<file path="src/sv/cbm_pkg.sv">
// ----------------------------------------------------------------------------
// Cartridge bank mapper package
// Transfer types, bank state, mapper mode codes and address constants.
// ----------------------------------------------------------------------------
package cbm_pkg;

  localparam int OFFSET_W = 20;

  // Access kinds carried by an input transfer.
  typedef enum logic [1:0] {
    ACT_READ      = 2'd0,
    ACT_WRITE     = 2'd1,
    ACT_CTRL      = 2'd2,
    ACT_COLD_RST  = 2'd3
  } action_t;

  // Mapper mode codes; values above MODE_DUAL behave as MODE_NONE.
  localparam logic [3:0] MODE_NONE   = 4'd0;
  localparam logic [3:0] MODE_8K     = 4'd1;
  localparam logic [3:0] MODE_16K    = 4'd2;
  localparam logic [3:0] MODE_D32K   = 4'd3;
  localparam logic [3:0] MODE_D64K   = 4'd4;
  localparam logic [3:0] MODE_D128K  = 4'd5;
  localparam logic [3:0] MODE_A128K  = 4'd6;
  localparam logic [3:0] MODE_A1M    = 4'd7;
  localparam logic [3:0] MODE_512K   = 4'd8;
  localparam logic [3:0] MODE_MATH   = 4'd9;
  localparam logic [3:0] MODE_DUAL   = 4'd10;

  // Address decoding constants.
  localparam logic [15:0] HOT_MASK      = 16'hEFFF;
  localparam logic [15:0] HOT_FIRST     = 16'h8FF6;
  localparam logic [15:0] HOT_LAST      = 16'h8FF9;
  localparam logic [7:0]  CTRL_PAGE     = 8'hD5;
  localparam logic [15:0] A128_OFF_ADDR = 16'hD510;
  localparam logic [15:0] A128_IGN_ADDR = 16'hD520;
  localparam logic [15:0] A1M_OFF_ADDR  = 16'hD580;

  typedef struct packed {
    logic [1:0]  action;
    logic [15:0] address;
    logic [7:0]  data;
  } in_item_t;

  typedef struct packed {
    logic                rom_valid;
    logic [OFFSET_W-1:0] rom_offset;
    logic                remap;
    logic                handled;
    logic                bank_on;
    logic [6:0]          bank_now;
  } out_item_t;

  typedef struct packed {
    logic       primary_enable;
    logic [6:0] primary_bank;
    logic [1:0] second_bank;
  } bank_state_t;

  // Bank selected right after a mode load or a cold reset.
  function automatic logic [6:0] initial_bank(input logic [3:0] mode);
    logic [6:0] bank;
    case (mode)
      MODE_D32K:  bank = 7'd3;
      MODE_D64K:  bank = 7'd7;
      MODE_D128K: bank = 7'd15;
      MODE_A1M:   bank = 7'd127;
      default:    bank = 7'd0;
    endcase
    return bank;
  endfunction

  function automatic logic initial_enable(input logic [3:0] mode);
    return (mode >= MODE_8K) && (mode <= MODE_DUAL) && (mode != MODE_MATH);
  endfunction

endpackage

</file>
<file path="src/sv/cbm_step.sv">
// ----------------------------------------------------------------------------
// Cartridge bank mapper step
// Bank state update and ROM offset decode for one bus access.
// ----------------------------------------------------------------------------
module cbm_step
  import cbm_pkg::*;
#(
  parameter int ROM_ADDR_BITS = 20
) (
  input  logic [3:0]  mode,
  input  in_item_t    item,
  input  bank_state_t state,
  output bank_state_t state_next,
  output out_item_t   result
);

  localparam logic [OFFSET_W-1:0] OFFSET_MASK =
    OFFSET_W'((21'(1) << ROM_ADDR_BITS) - 21'(1));

  logic [15:0]         addr;
  logic [15:0]         hot_addr;
  logic                hot_hit;
  logic [1:0]          hot_idx;
  logic                in_window;
  logic                upper;
  logic [12:0]         lo;
  logic [OFFSET_W-1:0] off_8k;
  logic [OFFSET_W-1:0] off_16k;
  logic [OFFSET_W-1:0] off_4k;
  logic [OFFSET_W-1:0] off_second;
  logic [OFFSET_W-1:0] offset;
  logic                mapped;
  logic                ctrl_hit;
  bank_state_t         hot_state;
  bank_state_t         ctrl_state;
  logic                ctrl_handled;

  assign addr     = item.address;
  assign hot_addr = addr & HOT_MASK;
  assign hot_idx  = 2'(hot_addr[11:0] - HOT_FIRST[11:0]);
  assign hot_hit  = (mode == MODE_DUAL) && (hot_addr >= HOT_FIRST) && (hot_addr <= HOT_LAST);

  // Dual-bank hot addresses switch a half's bank before the read is served.
  always_comb begin
    hot_state = state;
    if (hot_hit) begin
      if (addr[12]) begin
        hot_state.second_bank = hot_idx;
      end else begin
        hot_state.primary_bank = {5'd0, hot_idx};
      end
    end
  end

  // Control page writes select or disable the primary bank.
  assign ctrl_hit = (addr[15:8] == CTRL_PAGE);

  always_comb begin
    ctrl_state   = state;
    ctrl_handled = 1'b0;
    if (ctrl_hit) begin
      case (mode)
        MODE_D32K: begin
          ctrl_state.primary_bank = {5'd0, item.data[1:0]};
          ctrl_handled = 1'b1;
        end
        MODE_D64K: begin
          ctrl_state.primary_bank = {4'd0, item.data[2:0]};
          ctrl_handled = 1'b1;
        end
        MODE_D128K: begin
          ctrl_state.primary_bank = {3'd0, item.data[3:0]};
          ctrl_handled = 1'b1;
        end
        MODE_A128K: begin
          ctrl_handled = 1'b1;
          if (addr < A128_OFF_ADDR) begin
            ctrl_state.primary_bank   = {3'd0, addr[3:0]};
            ctrl_state.primary_enable = 1'b1;
          end else if (addr < A128_IGN_ADDR) begin
            ctrl_state.primary_enable = 1'b0;
          end
        end
        MODE_A1M: begin
          ctrl_handled = 1'b1;
          if (addr < A1M_OFF_ADDR) begin
            ctrl_state.primary_bank   = addr[6:0];
            ctrl_state.primary_enable = 1'b1;
          end else begin
            ctrl_state.primary_enable = 1'b0;
          end
        end
        MODE_512K: begin
          ctrl_handled = 1'b1;
          if (item.data[7]) begin
            ctrl_state.primary_enable = 1'b0;
          end else begin
            ctrl_state.primary_bank   = {2'd0, item.data[4:0]};
            ctrl_state.primary_enable = 1'b1;
          end
        end
        default: begin
          ctrl_handled = 1'b0;
        end
      endcase
    end
  end

  // Window read decode, using the banks after any hot-address switch.
  assign in_window  = (addr[15:14] == 2'b10);
  assign upper      = addr[13];
  assign lo         = addr[12:0];
  assign off_8k     = {hot_state.primary_bank, 13'd0};
  assign off_16k    = {hot_state.primary_bank[5:0], 14'd0};
  assign off_4k     = {1'b0, hot_state.primary_bank, 12'd0};
  assign off_second = {5'd0, 1'b1, hot_state.second_bank, 12'd0};

  always_comb begin
    mapped = 1'b1;
    offset = '0;
    case (mode)
      MODE_8K: begin
        mapped = upper;
        offset = {7'd0, lo};
      end
      MODE_16K:   offset = upper ? (20'h02000 + {7'd0, lo}) : (off_8k + {7'd0, lo});
      MODE_D32K:  offset = upper ? (20'h06000 + {7'd0, lo}) : (off_8k + {7'd0, lo});
      MODE_D64K:  offset = upper ? (20'h0E000 + {7'd0, lo}) : (off_8k + {7'd0, lo});
      MODE_D128K: offset = upper ? (20'h1E000 + {7'd0, lo}) : (off_8k + {7'd0, lo});
      MODE_A128K, MODE_A1M: begin
        mapped = upper;
        offset = off_8k + {7'd0, lo};
      end
      MODE_512K: offset = off_16k + (upper ? 20'h02000 : 20'h00000) + {7'd0, lo};
      MODE_DUAL: begin
        if (upper) begin
          offset = 20'h08000 + {7'd0, lo};
        end else if (!addr[12]) begin
          offset = off_4k + {8'd0, addr[11:0]};
        end else begin
          offset = off_second + {8'd0, addr[11:0]};
        end
      end
      default: mapped = 1'b0;
    endcase
    if (!in_window || !state.primary_enable) begin
      mapped = 1'b0;
    end
  end

  // Select the next state and the result fields by access kind.
  always_comb begin
    state_next        = state;
    result            = '0;
    case (item.action)
      ACT_READ: begin
        state_next        = hot_state;
        result.remap      = hot_hit;
        result.rom_valid  = mapped;
        result.rom_offset = mapped ? (offset & OFFSET_MASK) : '0;
      end
      ACT_WRITE: begin
        state_next     = hot_state;
        result.remap   = hot_hit;
        result.handled = hot_hit;
      end
      ACT_CTRL: begin
        state_next     = ctrl_state;
        result.handled = ctrl_handled;
      end
      default: begin
        state_next.primary_bank   = initial_bank(mode);
        state_next.primary_enable = initial_enable(mode);
      end
    endcase
    result.bank_on  = state_next.primary_enable;
    result.bank_now = state_next.primary_bank;
  end

endmodule

</file>
<file path="src/sv/cartridge_bank_mapper_core.sv">
// ----------------------------------------------------------------------------
// Cartridge bank mapper core
// Bank-switching mapper for a cartridge ROM seen in the 0x8000-0xBFFF window.
// ----------------------------------------------------------------------------
// Usage:
// Each input transfer on in_valid/in_ready carries one CPU bus access
// (window read, window write, control page write or cold reset). Each one
// produces exactly one result transfer on out_valid/out_ready with the ROM
// offset, the mapped flag, remap and handled flags and the bank after the
// access. An access enters an input register, the bank update and offset
// decode run in the following cycle, and the result lands in an output
// register. While the receiver keeps out_ready high, one access per
// cycle is sustained; the rate is set by the single decode stage between
// the two registers. When the receiver stalls, the input register still
// takes one more access, then in_ready drops until the result moves on.
// cfg_we writes mode from cfg_data and reloads that mode's initial
// bank; write it only while no access is in flight. Reset empties both
// registers and selects mode none with the bank disabled.
// ----------------------------------------------------------------------------
module cartridge_bank_mapper_core
  import cbm_pkg::*;
#(
  parameter int ROM_ADDR_BITS = 20
) (
  input  logic       clk,
  input  logic       rst,
  input  logic       in_valid,
  output logic       in_ready,
  input  in_item_t   in_item,
  output logic       out_valid,
  input  logic       out_ready,
  output out_item_t  out_item,
  input  logic       cfg_we,
  input  logic [3:0] cfg_data
);

  logic        s1_valid;
  in_item_t    s1_item;
  logic        advance;
  logic [3:0]  mode;
  bank_state_t state;
  bank_state_t state_next;
  out_item_t   result;

  assign advance  = s1_valid && (!out_valid || out_ready);
  assign in_ready = !s1_valid || advance;

  // Input register.
  always_ff @(posedge clk) begin
    if (rst) begin
      s1_valid <= 1'b0;
    end else if (in_ready) begin
      s1_valid <= in_valid;
    end
  end

  always_ff @(posedge clk) begin
    if (in_valid && in_ready) begin
      s1_item <= in_item;
    end
  end

  cbm_step #(
    .ROM_ADDR_BITS (ROM_ADDR_BITS)
  ) u_step (
    .mode       (mode),
    .item       (s1_item),
    .state      (state),
    .state_next (state_next),
    .result     (result)
  );

  // Mode register and bank state; a mode write reloads the initial bank.
  always_ff @(posedge clk) begin
    if (rst) begin
      mode                 <= MODE_NONE;
      state.primary_enable <= initial_enable(MODE_NONE);
      state.primary_bank   <= initial_bank(MODE_NONE);
      state.second_bank    <= 2'd0;
    end else if (cfg_we) begin
      mode                 <= cfg_data;
      state.primary_enable <= initial_enable(cfg_data);
      state.primary_bank   <= initial_bank(cfg_data);
      state.second_bank    <= 2'd0;
    end else if (advance) begin
      state <= state_next;
    end
  end

  // Output register.
  always_ff @(posedge clk) begin
    if (rst) begin
      out_valid <= 1'b0;
    end else if (advance) begin
      out_valid <= 1'b1;
    end else if (out_ready) begin
      out_valid <= 1'b0;
    end
  end

  always_ff @(posedge clk) begin
    if (advance) begin
      out_item <= result;
    end
  end

`ifndef SYNTHESIS
  // A mapped read always comes from an enabled bank.
  a_mapped_enabled: assert property (@(posedge clk) disable iff (rst)
    out_valid && out_item.rom_valid |-> out_item.bank_on)
    else $error("mapped read reported with bank disabled");

  // Hot addresses only exist in dual-bank mode, where the primary bank stays small.
  a_remap_bank: assert property (@(posedge clk) disable iff (rst)
    out_valid && out_item.remap |-> (out_item.bank_now <= 7'd3))
    else $error("remap reported with a primary bank above 3");

  // An access held in the input register is not dropped while the output stalls.
  a_s1_hold: assert property (@(posedge clk) disable iff (rst)
    s1_valid && !advance |=> s1_valid && $stable(s1_item))
    else $error("input register lost an access during a stall");

  // An empty output register never blocks the input side.
  a_ready_when_empty: assert property (@(posedge clk) disable iff (rst)
    !out_valid |-> in_ready)
    else $error("input stalled with an empty output register");
`endif

endmodule
</file>
<file path="config.mk">
export PLATFORM = sky130hd
export DESIGN_NAME = cartridge_bank_mapper_core
export DESIGN_NICKNAME = d
export VERILOG_FILES = /design/src/sv/cbm_pkg.sv /design/src/sv/cbm_step.sv /design/src/sv/cartridge_bank_mapper_core.sv
export SDC_FILE = /design/constraint.sdc
export NUM_CORES = 1
export LEC_CHECK = 0
export ABC_AREA = 1
export BUFFER_PORTS_ARGS = -buffer_cell sky130_fd_sc_hd__clkbuf_2
export CORE_UTILIZATION = 40
export DETAILED_ROUTE_END_ITERATION = 6
export GPL_TIMING_DRIVEN = 0
export HOLD_SLACK_MARGIN = 0.15
export SLEW_MARGIN = 10
export SYNTH_ARGS = -nofsm -noshare
export SYNTH_HDL_FRONTEND = slang
export SYNTH_HIERARCHICAL = 1
export SYNTH_SLANG_ARGS = --single-unit
</file>
<file path="constraint.sdc">
create_clock -name clk -period 6.4 [get_ports clk]
set_input_delay 1.28 -clock clk [delete_from_list [all_inputs] [get_ports clk]]
set_output_delay 1.28 -clock clk [all_outputs]
set_load 0.05 [all_outputs]
</file>
======== Word level (Yosys, flattened, before mapping) ========
Index checks and enable logic that the tools add are counted.
word-level totals
  register bits ........................... 73
  RAM bits ................................ 0
  input port bits ......................... 35
  bits in latches ......................... 0
  word-level logic and storage cells ...... 114
  memory bits (read-only) ................. 0
  memories ................................ 0
operators by class
  divide/modulo/power cells ............... 0
  add/subtract/negate cells ............... 11
  mux-type cells .......................... 34
  multipliers ............................. 0
  shift-type cells ........................ 0
  equality and inequality tests ........... 19
  bitwise gates (word level) .............. 0
  order comparisons ....................... 9
  reductions and logical operators ........ 26
operators with widths
  kind                                                             number
  20-bit one-hot mux with 8 select lines                           1
  20-bit two-way mux                                               6
  7-bit one-hot mux with 4 select lines                            2
  16-bit < comparator, second input constant                       3
  7-bit one-hot mux with 6 select lines                            1
  20-bit by 13-bit adder with 20-bit output                        2
  16-bit by 13-bit adder with 17-bit output, first input constant  2
  4-bit by 3-bit == test with 1-bit output, second input constant  7
  7-bit two-way mux                                                4
  19-bit by 12-bit adder with 20-bit output                        1
  20-bit adder                                                     1
  10-bit two-way mux                                               2
  17-bit by 13-bit adder with 18-bit output, first input constant  1
  15-bit by 12-bit adder with 16-bit output                        1
  15-bit by 13-bit adder with 16-bit output, first input constant  1
  16-bit greater-or-equal comparator, second input constant        1
  16-bit less-or-equal comparator, second input constant           1
  8-bit one-hot mux with 2 select lines                            1
  14-bit by 13-bit adder with 15-bit output, first input constant  1
  14-bit two-way mux                                               1
  4-bit by 2-bit == test with 1-bit output, second input constant  3
  6-bit OR reduction                                               2
  1-bit two-way mux                                                9
  9-bit two-way mux                                                1
  21 further kinds                                                 44

======== Longest topological paths before layout ========
  depth in word-level cells ............... 8
  depth in mapped cells ................... 19
  mapped depth without buffers ............ 18

======== Hierarchy ========
Netlist, hierarchy kept.
by module, submodules not included
  module                      instances  area an instance (um^2)  cells each  seq. area each (um^2)
  cartridge_bank_mapper_core  1          2441.1                   162         2031.9
  cbm_step                    1          1524.0                   313         0.0

======== Worst setup path after synthesis ========
No wires, ideal clock.
  kind .................................... input-to-output
  start ................................... input port out_ready
  end ..................................... output port in_ready
  slack ................................... 3.305 ns
  path buffers ............................ 0
  data required time ...................... 5.120 ns
  cell stages on the path ................. 2
  arrival ................................. 1.815 ns
  path through ............................ inv_1 nand3_1
on the way
  cells in the longest elaborated chain, start to end .. 3
RTL lines
  item               RTL line                          text
  start, declared    cartridge_bank_mapper_core.sv:31  input logic out_ready,
  1-bit logical OR   cartridge_bank_mapper_core.sv:45  assign advance = s1_valid && (!out_valid || out_ready);
  1-bit logical AND  cartridge_bank_mapper_core.sv:45
  1-bit logical OR   cartridge_bank_mapper_core.sv:46  assign in_ready = !s1_valid || advance;
  end, declared      cartridge_bank_mapper_core.sv:28  output logic in_ready,
No other way between the ends.

======== Worst setup path in the final report ========
Same ends and word-level chain as after synthesis.

==> results.json <==
{
  "status": "finished clean",
  "path_class": "in2out",
  "worst_slew_pin_slew_ns": 1.174,
  "finalHoldViolCount": 0,
  "cp_slowest_cell": "clkbuf_2",
  "crit_start": "out_ready",
  "clk_path_buf_depth": 2,
  "final_util_pct": 49.00,
  "wirelength_mm": 10.01,
  "hp-class": "reg2reg",
  "crit_arrival_ns": 1.86,
  "max_freq_ghz": 0.3186,
  "grt_pass1_wl_mm": 16.28,
  "setup_viol": 0,
  "root_buffer": "clkbuf_8",
  "postRouteAntennaNets": 0,
  "crit_path_cell_trace": "clkbuf_2 -> inv_1 -> nand3_1 -> clkbuf_2",
  "multi_input_area_sq_um": 1568,
  "core_sq_um": 9328,
  "start_util_pct": 41.86,
  "ioPinCount": 68,
  "drc": 0,
  "place_hpwl_mm": 7.809,
  "final-seq-area_sq_um": 1972,
  "fin_cells": 681,
  "postCtsSetupBuffers": 0,
  "worst-r2r-setup-slack_ns": 3.80,
  "netlist_area_sq_um": 3905,
  "cp_max_fo": 3,
  "syn_avg_cell_area_sq_um": 8.256,
  "post_drt_via_cell_ratio": 4.974,
  "ctsResizeCount": 0,
  "r2r-start": "s1_item[21]",
  "layout.nets": 586,
  "gp_congestion": 0.8964,
  "ir_drop_mv": 0.1116,
  "clock_sinks": 71,
  "syn2layout_area_growth_pct": 17.05,
  "rsz0062_at_grt": "false",
  "ys_warn_count": 6,
  "fp.dieW_um": 100.8,
  "io_buffers": 63,
  "placedCellCount": 665,
  "htree_levels": 3,
  "nFillCells": 924,
  "grt_pass1_vias": 3239,
  "leakagePower_uw": 0.002117,
  "grt_overflow": 0,
  "fp.dieH_um": 100.8,
  "rows": 35,
  "max_slew_margin_pct": 21.58,
  "cp-start-kind": "input pin",
  "maxCapViolations": 0,
  "stdcell_area_sq_um": 4571,
  "die_area_sq_um": 10160,
  "cpMostUsedCell": "clkbuf_2",
  "skew_ns": 0.01277,
  "clkTransAtPathRegs_ns": 0.08,
  "r2r_cells": 18,
  "cts_buffers": 9,
  "hold_start": "state[0]",
  "place_ws_ns": 3.255,
  "syn_inst": 473,
  "diodes": 0,
  "final.period_utilization_pct": 49.04,
  "drtIter0Drc": 178,
  "cts_tree": "done",
  "crit_buf_inv": 3,
  "timing.final.ws_setup_ns": 3.261,
  "grt_usage_pct": 21.46,
  "fin_setup_tns_ns": 0,
  "crit_path_end_kind": "output pin",
  "holdPathStages": 2,
  "worst_skew_pair.late_latency_ns": 0.35,
  "crit_cells": 4,
  "slew_violations": 0,
  "wl_per_cell_um": 14.70,
  "postPlaceCellArea_sq_um": 4382,
  "antenna_found_initial": 0,
  "vias": 3387,
  "synth_nets": 512,
  "finalCriticalPeriod_ns": 3.139,
  "ctsHoldBuffers": 0,
  "grt_start_max_net_pins": 40,
  "cp.required_ns": 5.12,
  "drive_gt1_share_pct": 24.28,
  "firstDrtPassIters": 5,
  "p_per_area_nw_per_um2": 221.0,
  "cp_top_family": "buffers and inverters",
  "slowest_delay_ns": 0.26
}
[worst paths after layout]
kind | end
max | in_ready
min reg2reg | state[0]
max reg2reg | state[2]
min | state[0]
[cells in the final DEF, fill, tap and decap left out, drive strengths merged, types with 10 or more instances in the layout]
master,n
o21ai,28
a21oi,17
nand2,128
nor2,66
dfxtp,16
edfxtp,55
clkbuf,74
inv,65
nor3,10
nand3,54
buf,13
[tightest hold or removal path: cells and delay by family, from the launching register on]
family	cells	cell delay, ns
AND/OR/NAND/NOR	2	0.14
flip-flops	1	0.32
[cell type report]
type	count	area share, %
inverter	67	5.612
clock buffer	10	2.792
tap	129	3.531
multi-input combinational	321	34.30
timing repair buffer	63	6.898
buffer	14	2.382
sequential	71	43.14
clock inverter	6	1.341
[state kept, by name, indices dropped and copies added (netlist names)]
name,flops
out_valid,1
s1_item,24
mode,4
s1_valid,1
out_item,31
state,10
[through the flow]
step / total power, uW / hold WS [ns]
3_5_place_dp: 669.4 / 0.5011
5_1_grt: 1052 / 0.5341
2_1_floorplan: 626.8 / 0.4550
3_3_place_gp: 667.9 / 0.4705
4_1_cts: 1014 / 0.5120
6_report: 1010 / 0.5017
[per-layer routing]
metal  part of all wire, %  up-vias  global-route usage, %
met1                    48     1560                  30.46
met4                   2.5        0                  9.588
met3                   4.7       19                  2.982
li1                      -     1696                      -
met2                    44      112                  32.61
met5                     0        -                      0
[power breakdown]
| part | switching [uW] | internal, uW | leakage [uW] |
|---|---|---|---|
| clock network | 172 | 179 | 0.0000960 |
| registers | 15.2 | 517 | 0.000688 |
| logic | 91.9 | 35.4 | 0.00133 |
(Power assumes the default switching activity.)
